$ cat src/sv/lnw_pkg.sv
// ----------------------------------------------------------------------------
// lnw_pkg
// Types, codes and microcode for the LCD nibble write sequencer.
// ----------------------------------------------------------------------------
package lnw_pkg;

  localparam int LNW_MAX_SHIFT = 16;
  localparam int PC_W          = 3;
  localparam int CNT_W         = 5;
  localparam int IDX_W         = 3;

  // request kinds
  localparam logic [2:0] REQ_CMD    = 3'd0;
  localparam logic [2:0] REQ_DATA   = 3'd1;
  localparam logic [2:0] REQ_CURSOR = 3'd2;
  localparam logic [2:0] REQ_SHIFT  = 3'd3;
  localparam logic [2:0] REQ_INIT   = 3'd4;

  // configuration register indexes
  localparam logic CFG_PULSE  = 1'b0;
  localparam logic CFG_SETTLE = 1'b1;

  // LCD command bytes and init sequence constants
  localparam logic [7:0] LINE0_BASE   = 8'h80;
  localparam logic [7:0] LINE1_BASE   = 8'hC0;
  localparam logic [7:0] SHIFT_LEFT   = 8'h18;
  localparam logic [7:0] SHIFT_RIGHT  = 8'h1C;
  localparam logic [7:0] INIT_TAIL_MS = 8'd5;
  localparam int         INIT_LEN     = 6;

  // microprogram steps
  localparam logic [PC_W-1:0] STEP_HI    = 3'd0;
  localparam logic [PC_W-1:0] STEP_PAUSE = 3'd1;
  localparam logic [PC_W-1:0] STEP_LO    = 3'd2;
  localparam logic [PC_W-1:0] STEP_END   = 3'd3;
  localparam logic [PC_W-1:0] STEP_TAIL  = 3'd4;

  typedef enum logic [1:0] {NIB_HI, NIB_LO, NIB_NONE} nib_sel_t;
  typedef enum logic [1:0] {HOLD_PULSE, HOLD_SETTLE, HOLD_TAIL} hold_sel_t;
  typedef enum logic [1:0] {JMP_NEXT, JMP_BYTE_END, JMP_DONE} jmp_t;

  typedef struct packed {
    nib_sel_t  nib;
    logic      en;
    logic      rs;
    hold_sel_t hold;
    jmp_t      jmp;
  } ctrl_word_t;

  function automatic ctrl_word_t ucode_rom(input logic [PC_W-1:0] pc);
    ctrl_word_t cw;
    unique case (pc)
      STEP_HI:    cw = '{nib: NIB_HI,   en: 1'b1, rs: 1'b1, hold: HOLD_PULSE,
                         jmp: JMP_NEXT};
      STEP_PAUSE: cw = '{nib: NIB_NONE, en: 1'b0, rs: 1'b1, hold: HOLD_SETTLE,
                         jmp: JMP_NEXT};
      STEP_LO:    cw = '{nib: NIB_LO,   en: 1'b1, rs: 1'b1, hold: HOLD_PULSE,
                         jmp: JMP_NEXT};
      STEP_END:   cw = '{nib: NIB_NONE, en: 1'b0, rs: 1'b0, hold: HOLD_SETTLE,
                         jmp: JMP_BYTE_END};
      STEP_TAIL:  cw = '{nib: NIB_NONE, en: 1'b0, rs: 1'b0, hold: HOLD_TAIL,
                         jmp: JMP_DONE};
      default:    cw = '{nib: NIB_NONE, en: 1'b0, rs: 1'b0, hold: HOLD_TAIL,
                         jmp: JMP_DONE};
    endcase
    return cw;
  endfunction

  function automatic logic [7:0] init_cmd(input logic [IDX_W-1:0] idx);
    logic [7:0] b;
    unique case (idx)
      3'd0:    b = 8'h01;
      3'd1:    b = 8'h02;
      3'd2:    b = 8'h28;
      3'd3:    b = 8'h0C;
      3'd4:    b = 8'h06;
      3'd5:    b = 8'h80;
      default: b = 8'h00;
    endcase
    return b;
  endfunction

endpackage

$ cat src/sv/lcd_nibble_write_sequencer.sv
// ----------------------------------------------------------------------------
// lcd_nibble_write_sequencer
// Expands one LCD request into timed 8-bit port writes on a 4-bit bus.
// ----------------------------------------------------------------------------
// Usage:
//   Request channel: drive the in_* fields with start high; the transaction
//   is taken at a rising edge where start is high and busy is low.
//   Result channel: each port write appears on out_port_value / out_hold_ms /
//   out_last for exactly one cycle with out_strobe high. The receiver cannot
//   stall; one write leaves per cycle while busy is high.
//   Config channel: cfg_ready is always high; cfg_index 0 writes pulse_ms,
//   1 writes settle_ms. Write only while busy is low.
// Timing:
//   The first write appears once busy is set and the output registers
//   load it. A microcode step counter walks four steps per byte
//   (enable-high nibble, pause, enable-high nibble, enable low), one step
//   per cycle. Unused kinds and a zero shift emit nothing.
// Reset:
//   rst_n low clears the sequencer, drops the strobe and restores
//   pulse_ms = 1 and settle_ms = 5.
// ----------------------------------------------------------------------------
module lcd_nibble_write_sequencer
  import lnw_pkg::*;
#(
  parameter int MAX_SHIFT = LNW_MAX_SHIFT
) (
  input  logic       clk,
  input  logic       rst_n,
  // request channel
  input  logic       start,
  output logic       busy,
  input  logic [2:0] in_req_type,
  input  logic [7:0] in_byte_value,
  input  logic       in_line_sel,
  input  logic [5:0] in_column,
  input  logic signed [5:0] in_shift_amount,
  // result channel
  output logic       out_strobe,
  output logic [7:0] out_port_value,
  output logic [7:0] out_hold_ms,
  output logic       out_last,
  // configuration channel
  input  logic       cfg_valid,
  output logic       cfg_ready,
  input  logic       cfg_index,
  input  logic [7:0] cfg_data
);

  localparam logic [5:0] MAX_SHIFT_V = 6'(MAX_SHIFT);

  // sequencer state
  logic            busy_r, busy_nxt;
  logic [PC_W-1:0] pc_r, pc_nxt;
  logic [7:0]      byte_r, byte_nxt;
  logic            is_data_r, is_data_nxt;
  logic            init_r, init_nxt;
  logic [CNT_W-1:0] cnt_r, cnt_nxt;
  logic [IDX_W-1:0] idx_r, idx_nxt;

  // config registers
  logic [7:0] pulse_r, settle_r;

  // output registers
  logic       strobe_r, strobe_nxt;
  logic [7:0] port_r, port_nxt;
  logic [7:0] hold_r, hold_nxt;
  logic       last_r, last_nxt;

  ctrl_word_t cw;
  logic [3:0] nibble;
  logic       more;
  logic       accept;
  logic [7:0] cursor_addr;
  logic [5:0] shift_mag;
  logic [5:0] shift_cnt;

  assign accept      = start && !busy_r;
  assign cw          = ucode_rom(pc_r);
  assign more        = (cnt_r != '0);
  assign cursor_addr = (in_line_sel ? LINE1_BASE : LINE0_BASE) + {2'b00, in_column};
  // magnitude of the signed shift; -32 maps to 32 in six unsigned bits
  assign shift_mag   = in_shift_amount[5] ? 6'(-in_shift_amount) : in_shift_amount;
  assign shift_cnt   = (shift_mag > MAX_SHIFT_V) ? MAX_SHIFT_V : shift_mag;

  always_comb begin
    unique case (cw.nib)
      NIB_HI:  nibble = byte_r[7:4];
      NIB_LO:  nibble = byte_r[3:0];
      default: nibble = 4'h0;
    endcase
  end

  always_comb begin
    busy_nxt    = busy_r;
    pc_nxt      = pc_r;
    byte_nxt    = byte_r;
    is_data_nxt = is_data_r;
    init_nxt    = init_r;
    cnt_nxt     = cnt_r;
    idx_nxt     = idx_r;
    strobe_nxt  = 1'b0;
    port_nxt    = port_r;
    hold_nxt    = hold_r;
    last_nxt    = 1'b0;

    if (busy_r) begin
      // issue the write of the current microcode step
      strobe_nxt = 1'b1;
      port_nxt   = {nibble, cw.en, cw.rs & is_data_r, 2'b00};
      unique case (cw.hold)
        HOLD_PULSE:  hold_nxt = pulse_r;
        HOLD_SETTLE: hold_nxt = settle_r;
        default:     hold_nxt = INIT_TAIL_MS;
      endcase

      unique case (cw.jmp)
        JMP_NEXT: begin
          pc_nxt = pc_r + 1'b1;
        end
        JMP_BYTE_END: begin
          // loop back for another byte, branch to the init tail, or finish
          if (more) begin
            pc_nxt   = STEP_HI;
            cnt_nxt  = cnt_r - 1'b1;
            idx_nxt  = idx_r + 1'b1;
            if (init_r) begin
              byte_nxt = init_cmd(IDX_W'(idx_r + 1'b1));
            end
          end else if (init_r) begin
            pc_nxt = STEP_TAIL;
          end else begin
            busy_nxt = 1'b0;
            last_nxt = 1'b1;
          end
        end
        default: begin
          busy_nxt = 1'b0;
          last_nxt = 1'b1;
        end
      endcase
    end else if (accept) begin
      pc_nxt      = STEP_HI;
      is_data_nxt = 1'b0;
      init_nxt    = 1'b0;
      cnt_nxt     = '0;
      idx_nxt     = '0;
      unique case (in_req_type)
        REQ_CMD: begin
          busy_nxt = 1'b1;
          byte_nxt = in_byte_value;
        end
        REQ_DATA: begin
          busy_nxt    = 1'b1;
          byte_nxt    = in_byte_value;
          is_data_nxt = 1'b1;
        end
        REQ_CURSOR: begin
          busy_nxt = 1'b1;
          byte_nxt = cursor_addr;
        end
        REQ_SHIFT: begin
          // zero shift emits nothing
          busy_nxt = (shift_cnt != '0);
          byte_nxt = in_shift_amount[5] ? SHIFT_LEFT : SHIFT_RIGHT;
          cnt_nxt  = CNT_W'(shift_cnt - 1'b1);
        end
        REQ_INIT: begin
          busy_nxt = 1'b1;
          init_nxt = 1'b1;
          byte_nxt = init_cmd('0);
          cnt_nxt  = CNT_W'(INIT_LEN - 1);
        end
        default: begin
          busy_nxt = 1'b0;
        end
      endcase
    end
  end

  always_ff @(posedge clk) begin
    if (!rst_n) begin
      busy_r    <= 1'b0;
      pc_r      <= STEP_HI;
      is_data_r <= 1'b0;
      init_r    <= 1'b0;
      cnt_r     <= '0;
      idx_r     <= '0;
      strobe_r  <= 1'b0;
      last_r    <= 1'b0;
    end else begin
      busy_r    <= busy_nxt;
      pc_r      <= pc_nxt;
      is_data_r <= is_data_nxt;
      init_r    <= init_nxt;
      cnt_r     <= cnt_nxt;
      idx_r     <= idx_nxt;
      strobe_r  <= strobe_nxt;
      last_r    <= last_nxt;
    end
  end

  always_ff @(posedge clk) begin
    byte_r <= byte_nxt;
    port_r <= port_nxt;
    hold_r <= hold_nxt;
  end

  // configuration registers
  always_ff @(posedge clk) begin
    if (!rst_n) begin
      pulse_r  <= 8'd1;
      settle_r <= 8'd5;
    end else if (cfg_valid && cfg_ready) begin
      unique case (cfg_index)
        CFG_PULSE:  pulse_r  <= cfg_data;
        CFG_SETTLE: settle_r <= cfg_data;
        default:    pulse_r  <= pulse_r;
      endcase
    end
  end

  assign busy           = busy_r;
  assign cfg_ready      = 1'b1;
  assign out_strobe     = strobe_r;
  assign out_port_value = port_r;
  assign out_hold_ms    = hold_r;
  assign out_last       = last_r;

`ifndef SYNTHESIS
  a_strobe_from_busy: assert property (@(posedge clk) disable iff (!rst_n)
    strobe_r |-> $past(busy_r))
    else $error("write issued while sequencer idle");

  a_done_is_last: assert property (@(posedge clk) disable iff (!rst_n)
    $fell(busy_r) |-> (strobe_r && last_r))
    else $error("sequencer finished without a last write");

  a_gap_after_last: assert property (@(posedge clk) disable iff (!rst_n)
    (strobe_r && last_r) |=> !strobe_r)
    else $error("write follows last write without a new request");

  a_accept_quiet: assert property (@(posedge clk) disable iff (!rst_n)
    (start && !busy) |=> !strobe_r)
    else $error("write issued in the cycle after acceptance");

  a_pc_range: assert property (@(posedge clk) disable iff (!rst_n)
    busy_r |-> (pc_r <= STEP_TAIL))
    else $error("microcode step out of range");
`endif

endmodule

$ cat config.mk
export PLATFORM = sky130hd
export DESIGN_NAME = lcd_nibble_write_sequencer
export DESIGN_NICKNAME = d
export VERILOG_FILES = /design/src/sv/lnw_pkg.sv /design/src/sv/lcd_nibble_write_sequencer.sv
export SDC_FILE = /design/constraint.sdc
export NUM_CORES = 1
export LEC_CHECK = 0
export ABC_CLOCK_PERIOD_IN_PS = 2290
export CAP_MARGIN = 20
export CORE_MARGIN = 5
export CORE_UTILIZATION = 40
export DETAILED_ROUTE_END_ITERATION = 8
export DONT_BUFFER_PORTS = 1
export HOLD_SLACK_MARGIN = 0.08
export RECOVER_POWER = 25
export SLEW_MARGIN = 0
export SYNTH_ARGS = -nofsm -noshare
export SYNTH_HDL_FRONTEND = slang
export SYNTH_SLANG_ARGS = --single-unit
export TNS_END_PERCENT = 1
$ cat constraint.sdc
create_clock -name clk -period 2.29 [get_ports clk]
set_clock_uncertainty 0.15 [all_clocks]
set_input_delay 0 -clock clk [delete_from_list [all_inputs] [get_ports clk]]
set_output_delay 0 -clock clk [all_outputs]
set_load 0.02 [all_outputs]
==> results of run 1 <==
[cell usage in the layout, fill, tap and decap left out, types with 3 or more instances in the layout]
cell	n
edfxtp_1	22
dfxtp_1	31
o21a_1	5
and2_1	7
buf_4	12
nand2_1	50
a21boi_1	15
inv_1	13
and3_1	4
clkbuf_1	3
xnor2_1	3
a22oi_1	5
nor3_1	4
o31ai_1	3
ha_1	13
a221oi_1	5
nand2b_1	4
nor2b_1	7
conb_1	3
dlygate4sd3_1	51
a21oi_1	11
a22o_1	7
o21ai_0	13
nand3_1	10
clkbuf_8	5
nor2_1	23
[layout make-up]
type / count / area (um^2)
fill: 696 / 3490
clock buffer: 6 / 72.6
sequential: 54 / 1300
clock inverter: 2 / 13.8
timing repair buffer: 65 / 608
multi-input combinational: 235 / 1550
inverter: 14 / 52.6
tap: 99 / 124
[sequential cells by signal, summed over array words and instances (netlist names)]
register	flops
pulse_r	8
out_port_value	6
out_last	1
out_hold_ms	8
idx_r	3
settle_r	8
out_strobe	1
is_data_r	1
busy	1
pc_r	3
init_r	1
cnt_r	5
byte_r	8
[power breakdown]
part | leakage (uW) | internal (uW) | switching (uW)
combinational | 0.000928 | 205 | 214
clock | 0.0000452 | 217 | 311
sequential | 0.000469 | 1070 | 55.4
total | 0.00144 | 1490 | 580
[what timing repair did]
item                                   4_1_cts  5_1_grt
setup endpoints to repair                    0        6
gates resized for setup                      0        3
hold buffers                                51        0
endpoints found under the hold margin       48        0
[logic make-up (layout without fill, tap and decap cells)]
| logic type | after synthesis | after routing | synth area share |
|---|---|---|---|
| and+or+nand+nor | 124 | 124 | 0.202 |
| DFF | 54 | 54 | 0.443 |
| AOI/OAI and AO/OA | 87 | 87 | 0.219 |
| other | 2 | 3 | 0.00256 |
| buffers and inverters | 32 | 87 | 0.0499 |
| xor gates and xnor gates | 4 | 4 | 0.0119 |
| adders and majority gates | 15 | 15 | 0.0639 |
| muxes | 2 | 2 | 0.00682 |
[worst max-delay path, cell delays in order]
cell,delay [ns]
dlygate4sd3_1,0.70
nand2b_1,0.11
nor2_1,0.32
inv_1,0.09
o221ai_1,0.17
dlygate4sd3_1,0.58
o21ai_0,0.11
[routing by layer]
metal | track usage | share of wire
met5 | 0 | 0
met4 | 0.0462 | 0.018
met1 | 0.190 | 0.43
met2 | 0.266 | 0.50
met3 | 0.0355 | 0.049
[through the flow]
step                utilization  setup TNS [ns]  instances
finish                    0.516               0        475
floorplan                     -         -0.0717        321
global route              0.516        -0.00219        475
detailed placement        0.432          -0.127        416
global placement          0.432         -0.0622        416
CTS                       0.515               0        475
[path summary, 6_finish.rpt]
check	startpoint	to	slack (ns)
min	in_shift_amount[4]	cnt_r[4]	0.08
max reg2reg	cnt_r[0]	byte_r[7]	0.16
max	in_req_type[1]	byte_r[3]	0.09
min reg2reg	settle_r[3]	settle_r[3]	0.31
==> metrics.yaml, run 1 <==
setup_path:
  critPathCaptureType: "register"
  crit_arrival_ns: 2.08
  critPathMaxFanout: 9
  reg2regPathDepth: 6
  cp.required_ns: 2.17
  path_class: "input pin to register"
  start_kind: "input pin"
hold_path:
  hold_class: "input pin to register"
  hold_depth: 5
sta:
  min_period_ns: 2.20
  tightest_slew_ns: 0.964
  min_period_over_period: 0.963
  finalHoldWorstSlack_ns: 0.0770
  max-slew-margin-rel: 0.355
  slew_violations: 0
  setup_viol: 0
  finalHoldViolations: 0
  fmax_mhz: 454
  rsz0062_at_grt: "true"
  setup_slack_ns: 0.0856
pwr:
  p_per_area_nw_per_um2: 557
  p_total_uw: 2070
  power.leakage_uw: 0.00144
  ir_worst_vdd_mv: 0.244
global_route:
  grt_max_degree: 32
  grt_pass1_wl_um: 11100
  grt_pass1_vias: 2421
  grt_usage: 0.154
  grt_remaining_overflow: 0
  antenna_found_initial: 0
route:
  totalWireLength_um: 6980
  firstDrtPassIters: 4
  drc: 0
  via_per_inst: 5.33
  detail-route-antenna-nets: 0
  drtIter0Drc: 161
  routedWlPerCell_um: 14.7
  vias: 2532
logic_synthesis:
  synth_warnings: 0
  yosys-top-cells-area: "edfxtp_1 (23%), dfxtp_1 (22%), ha_1 (6.4%)"
  synth_edf_count: 22
  yosysMostFrequentCell: "nand2_1"
  synth.top_cell.area_share: 0.225
  yosys_most_used_dff: "dfxtp_1"
  synth_common_cells: "nand2_1 (50), dfxtp_1 (32), nor2_1 (23)"
  async_reset_ff_frac: 0
  syn-cell-area_um2: 2940
  yosys_register_bits: 54
  synthDistinctLibCells: 57
  avgSynthCellArea_um2: 9.17
  yosysSeqAreaShare: 0.443
  synthCells: 320
  yosysTopAreaCell: "edfxtp_1"
floorplanning:
  die_area_um2: 9150
  rows: 31
  start_util: 0.407
  die_x_um: 95.7
  die_h_um: 95.7
  core_area_um2: 7210
  io_pins: 57
cells_and_area:
  fin_nets: 427
  drive_above_1_share: 0.0851
  fin_area_um2: 3720
  area_growth_pct: 26.8
  antennaDiodeCount: 0
place:
  post-place-ws_ns: -0.127
  place_congestion: 0.785
  portBuffers: 0
  place_area_um2: 3120
  dp_hpwl_um: 4900
clock_network:
  clock-sinks: 54
  cts_tree: "yes"
  clkTransAtPathRegs_ns: 0.10
  post_cts_buffers: 0
  clk_path_buf_depth: 2
  cts_made_buffers: 5
  h-tree-depth: 2
  clock_latency_ns: 0.30
  clockRootBuffer: "clkbuf_8"
status:
  status: "complete, no violations"
flow_run:
  cap_violations: 0
Note: power is estimated with default switching activity, not from simulation.
==> run 2, diff against run 1 <==
Settings changed: CAP_MARGIN 20 to 30, CTS_BUF_LIST from default to sky130_fd_sc_hd__clkbuf_2 sky130_fd_sc_hd__clkbuf_4 sky130_fd_sc_hd__clkbuf_8, SLEW_MARGIN 0 to 20.
==> run 2 against run 1 <==
Routed wire length grew 0.60%. Via count is essentially flat. Worst setup slack improved by 0.0046 ns. Critical endpoint unchanged. Largest cell class unchanged.
==> metrics.yaml, run 2 (synthesis results as in run 1) <==
place:
  place_congestion: 0.785
  dp_hpwl_um: 4900
  portBuffers: 0
  post-place-ws_ns: -0.127
  place_area_um2: 3120
flow_run:
  cap_violations: 0
cells_and_area:
  final_cell_mix: "dlygate4sd3_1 (51), nand2_1 (50), dfxtp_1 (31)"
  n_fill_cell: 694
  antennaDiodeCount: 0
  area_growth_pct: 27.5
  fin_nets: 428
  drive_above_1_share: 0.0928
  mostFrequentLayoutCell: "dlygate4sd3_1"
  fin_area_um2: 3740
setup_path:
  path_delay_family: "buffers and inverters"
  start_kind: "input pin"
  path_class: "input pin to register"
  critPathMaxFanout: 9
  worstPathCellList: "dlygate4sd3_1 -> nand2b_1 -> nor2_1 -> inv_1 -> o221ai_1 -> dlygate4sd3_1 -> o21ai_0"
  worst_path_most_repeated_cell: "dlygate4sd3_1"
  critPathCaptureType: "register"
  crit_arrival_ns: 2.08
  cp_num_buf_inv: 3
  max_stage_delay_ns: 0.70
  cp.required_ns: 2.17
  crit_path_top_delay_cell: "dlygate4sd3_1"
sta:
  slew_violations: 0
  fmax_mhz: 455
  rsz0062_at_grt: "false"
  max-slew-margin-rel: 0.603
  finalHoldViolations: 0
  min_period_over_period: 0.961
  setup_viol: 0
  finalHoldWorstSlack_ns: 0.0787
  setup_slack_ns: 0.0902
  tightest_slew_ns: 0.594
  min_period_ns: 2.20
  tns_ns: 0
pwr:
  p_per_area_nw_per_um2: 558
  ir_worst_vdd_mv: 0.244
  power.leakage_uw: 0.00146
global_route:
  use_met3: 0.0355
  gr-usage-met1: 0.190
  grt.busiest_layer: "met2"
  grt_max_degree: 32
  grt_use_met2: 0.266
  grt_remaining_overflow: 0
  antenna_found_initial: 0
  grt_usage: 0.154
  grt_pass1_vias: 2421
  grt_pass1_wl_um: 11100
clock_network:
  clock-sinks: 54
  clkTransAtPathRegs_ns: 0.10
  clockRootBuffer: "clkbuf_8"
  cts_tree: "yes"
  cts_made_buffers: 5
  h-tree-depth: 2
  clk_path_buf_depth: 2
  post_cts_buffers: 0
  clock_latency_ns: 0.31
route:
  firstDrtPassIters: 4
  detail-route-antenna-nets: 0
  totalWireLength_um: 7030
  routedWlPerCell_um: 14.8
  vias: 2533
  via_per_inst: 5.32
  drtIter0Drc: 110
  drc: 0
floorplanning:
  die_h_um: 95.7
  die_area_um2: 9150
  core_area_um2: 7210
  rows: 31
  io_pins: 57
  die_x_um: 95.7
  start_util: 0.407
status:
  status: "complete, no violations"
hold_path:
  hold_class: "input pin to register"
==> run 2: cell type report <==
type | count | area (um^2) | share of cell area
Clock buffer | 6 | 76.3 | 0.0204
Clock inverter | 2 | 13.8 | 0.00368
Inverter | 14 | 52.6 | 0.0140
Multi-Input combinational cell | 235 | 1550 | 0.413
Sequential cell | 54 | 1300 | 0.348
Tap cell | 99 | 124 | 0.0331
Timing Repair Buffer | 66 | 627 | 0.167
==> run 2: worst register-to-register path: cells and delay by family (launching register included) <==
kind                       cells  cell delay [ns]
buffers and inverters          1             0.07
DFF                            1             0.41
adders and majority gates      1             0.20
AOI/OAI and AO/OA              1             0.07
and+or+nand+nor                3             0.87
==> run 2: report_power, final <==
group,internal [uW],switching [uW]
Combinational,208,214
Clock,229,312
Sequential,1070,55.6
==> run 2: path summary, 6_finish.rpt <==
kind         slack [ns]          end               start  cells after the start
min                0.08     cnt_r[4]  in_shift_amount[4]                      5
min reg2reg        0.31  settle_r[3]         settle_r[3]                      2
max                0.09    byte_r[3]      in_req_type[1]                      7
max reg2reg        0.15    byte_r[5]            cnt_r[0]                      6
==> run 2: metrics by stage <==
stage	util	std cells	total power [uW]
floorplan	-	321	1400
global placement	0.432	416	1470
detailed placement	0.432	416	1480
CTS	0.515	475	2100
global route	0.519	476	2180
finish	0.519	476	2090
==> run 2: repair_timing <==
action / in CTS / in global routing
setup endpoints to repair: 0 / 6
gates resized for setup: 0 / 3
endpoints found under the hold margin: 48 / 0
hold buffers: 51 / 0
==> run 2: per-layer routing <==
layer / wire length [um] / vias up
met5: 0 / -
met4: 122 / 0
met3: 321 / 10
met2: 3540 / 69
met1: 3040 / 1202
li1: - / 1252
==> run 3, diff against run 2 <==
Settings changed: ABC_CLOCK_PERIOD_IN_PS 2290 to 2500.
Clock period 2.29 ns to 2.5 ns, I/O delays scaled along.
==> run 3 against run 2 <==
Design area fell by 2.7%. Register-to-register slack improved by 0.10 ns. Power fell by 4.8%. Via count barely moved. Critical endpoint is now byte_r[2]. Worst setup slack improved by 0.096 ns. Combinational power fell by 12%. Final cell count fell by 1.7%. First-iteration DRC count rose by 31%.
==> metrics.yaml, run 3 (synthesis results as in run 1) <==
route:
  routedWlPerCell_um: 15.5
  drtIter0Drc: 144
  detail-route-antenna-nets: 0
  vias: 2531
  totalWireLength_um: 7250
  drc: 0
  firstDrtPassIters: 5
  via_per_inst: 5.41
floorplanning:
  die_area_um2: 9150
  rows: 31
  start_util: 0.407
  core_area_um2: 7210
  die_h_um: 95.7
  io_pins: 57
  die_x_um: 95.7
place:
  dp_hpwl_um: 4760
  portBuffers: 0
  place_congestion: 0.782
  dp.cells: 412
pwr:
  p_per_area_nw_per_um2: 546
  power_frac_comb: 0.187
  power_frac_clock: 0.296
  power_frac_seq: 0.518
  sw_frac_of_total: 0.270
  ir_worst_vdd_mv: 0.294
  power.leakage_uw: 0.00142
  power.switching_uw: 536
  intPower_uw: 1450
sta:
  tightest_slew_ns: 0.734
  min_period_ns: 2.31
  slew_violations: 0
  finalHoldViolations: 0
  rsz0062_at_grt: "false"
  max-slew-margin-rel: 0.511
  min_period_over_period: 0.925
  fmax_mhz: 432
  finalHoldWorstSlack_ns: 0.100
  setup_viol: 0
setup_path:
  crit_arrival_ns: 2.22
  critical_path.startpoint: "in_req_type[1]"
  cp.required_ns: 2.41
  critPathMaxFanout: 8
  r2r-start: "cnt_r[0]"
  path_class: "input pin to register"
  critPathCaptureType: "register"
  start_kind: "input pin"
clock_network:
  h-tree-depth: 2
  clkTransAtPathRegs_ns: 0.10
  clock-sinks: 54
  clk_path_buf_depth: 2
  post_cts_buffers: 0
  clockRootBuffer: "clkbuf_8"
  cts_tree: "yes"
  cts.repair.resized: 0
  clock_latency_ns: 0.31
  cts_made_buffers: 5
cells_and_area:
  area_growth_pct: 24.0
  antennaDiodeCount: 0
  fin_nets: 420
  mostFrequentLayoutCell: "nand2_1"
  final_cells: 468
  final_cell_mix: "nand2_1 (50), dlygate4sd3_1 (47), dfxtp_1 (32)"
  drive_above_1_share: 0.0596
status:
  status: "complete, no violations"
global_route:
  grt_max_degree: 32
  grt_remaining_overflow: 0
  grt_pass1_vias: 2430
  grt_usage: 0.163
  antenna_found_initial: 0
  grt_pass1_wl_um: 11800
hold_path:
  worstHoldStart: "in_shift_amount[0]"
  hold_class: "input pin to register"
flow_run:
  cap_violations: 0
## run 3: cell count changes in the layout (fill, tap and decap cells not counted), moves of 2 or more
cell           before  now
buf_4              13    8
dlygate4sd3_1      51   47
ha_1               13   15
ha_4                2    0
## run 3: layer usage
layer / part of all wire / vias up / global-route usage
met1: 0.44 / 1200 / 0.207
met2: 0.50 / 76 / 0.280
met4: 0.023 / 0 / 0.0521
met3: 0.042 / 17 / 0.0268
li1: - / 1238 / -
met5: 0 / - / 0
## run 3: repair_timing
item	4_1_cts	5_1_grt
hold buffers	47	0
endpoints found under the hold margin	48	0
endpoints found under the setup margin	0	0
## run 3: final timing paths
check	endpoint	slack (ns)	depth (start not counted)
worst max-delay path	byte_r[2]	0.19	7
worst min register to register	settle_r[6]	0.31	2
worst max register to register	byte_r[7]	0.25	6
worst min-delay path	cnt_r[0]	0.10	5
## run 3: final cells by class
| cell class | instances | area [um^2] |
|---|---|---|
| timing repair buffer | 58 | 549 |
| tap | 99 | 124 |
| fill | 684 | 3570 |
| clock inverter | 3 | 42.5 |
| multi-input combinational | 235 | 1500 |
| sequential | 54 | 1300 |
| inverter | 14 | 52.6 |
| clock buffer | 5 | 68.8 |
## run 3: per-stage QoR
step | worst slack [ns] | setup TNS [ns] | power (uW) | utilization | cell area (um^2)
4_1_cts | 0.228 | 0 | 1990 | 0.504 | 3640
5_1_grt | 0.0463 | 0 | 2080 | 0.505 | 3640
3_3_place_gp | 0.0241 | 0 | 1330 | 0.424 | 3060
2_1_floorplan | 0.000551 | 0 | 1270 | - | 2950
3_5_place_dp | -0.0215 | -0.0215 | 1330 | 0.424 | 3060
6_report | 0.187 | 0 | 1990 | 0.505 | 3640
## run 3: power groups by stage
stage / combinational [uW] / sequential (uW) / clock (uW)
after floorplan: 225 / 1050 / 0
after global placement: 281 / 1050 / 0
after detailed placement: 284 / 1050 / 0
after CTS: 365 / 1030 / 599
after global routing: 411 / 1040 / 629
final: 371 / 1030 / 588
## run 3: critical path: stages
cell,delay (ns)
dlygate4sd3_1,0.66
o21ai_1,0.19
o21ai_0,0.23
a221oi_1,0.34
dlygate4sd3_1,0.61
o21a_1,0.13
a21oi_1,0.05
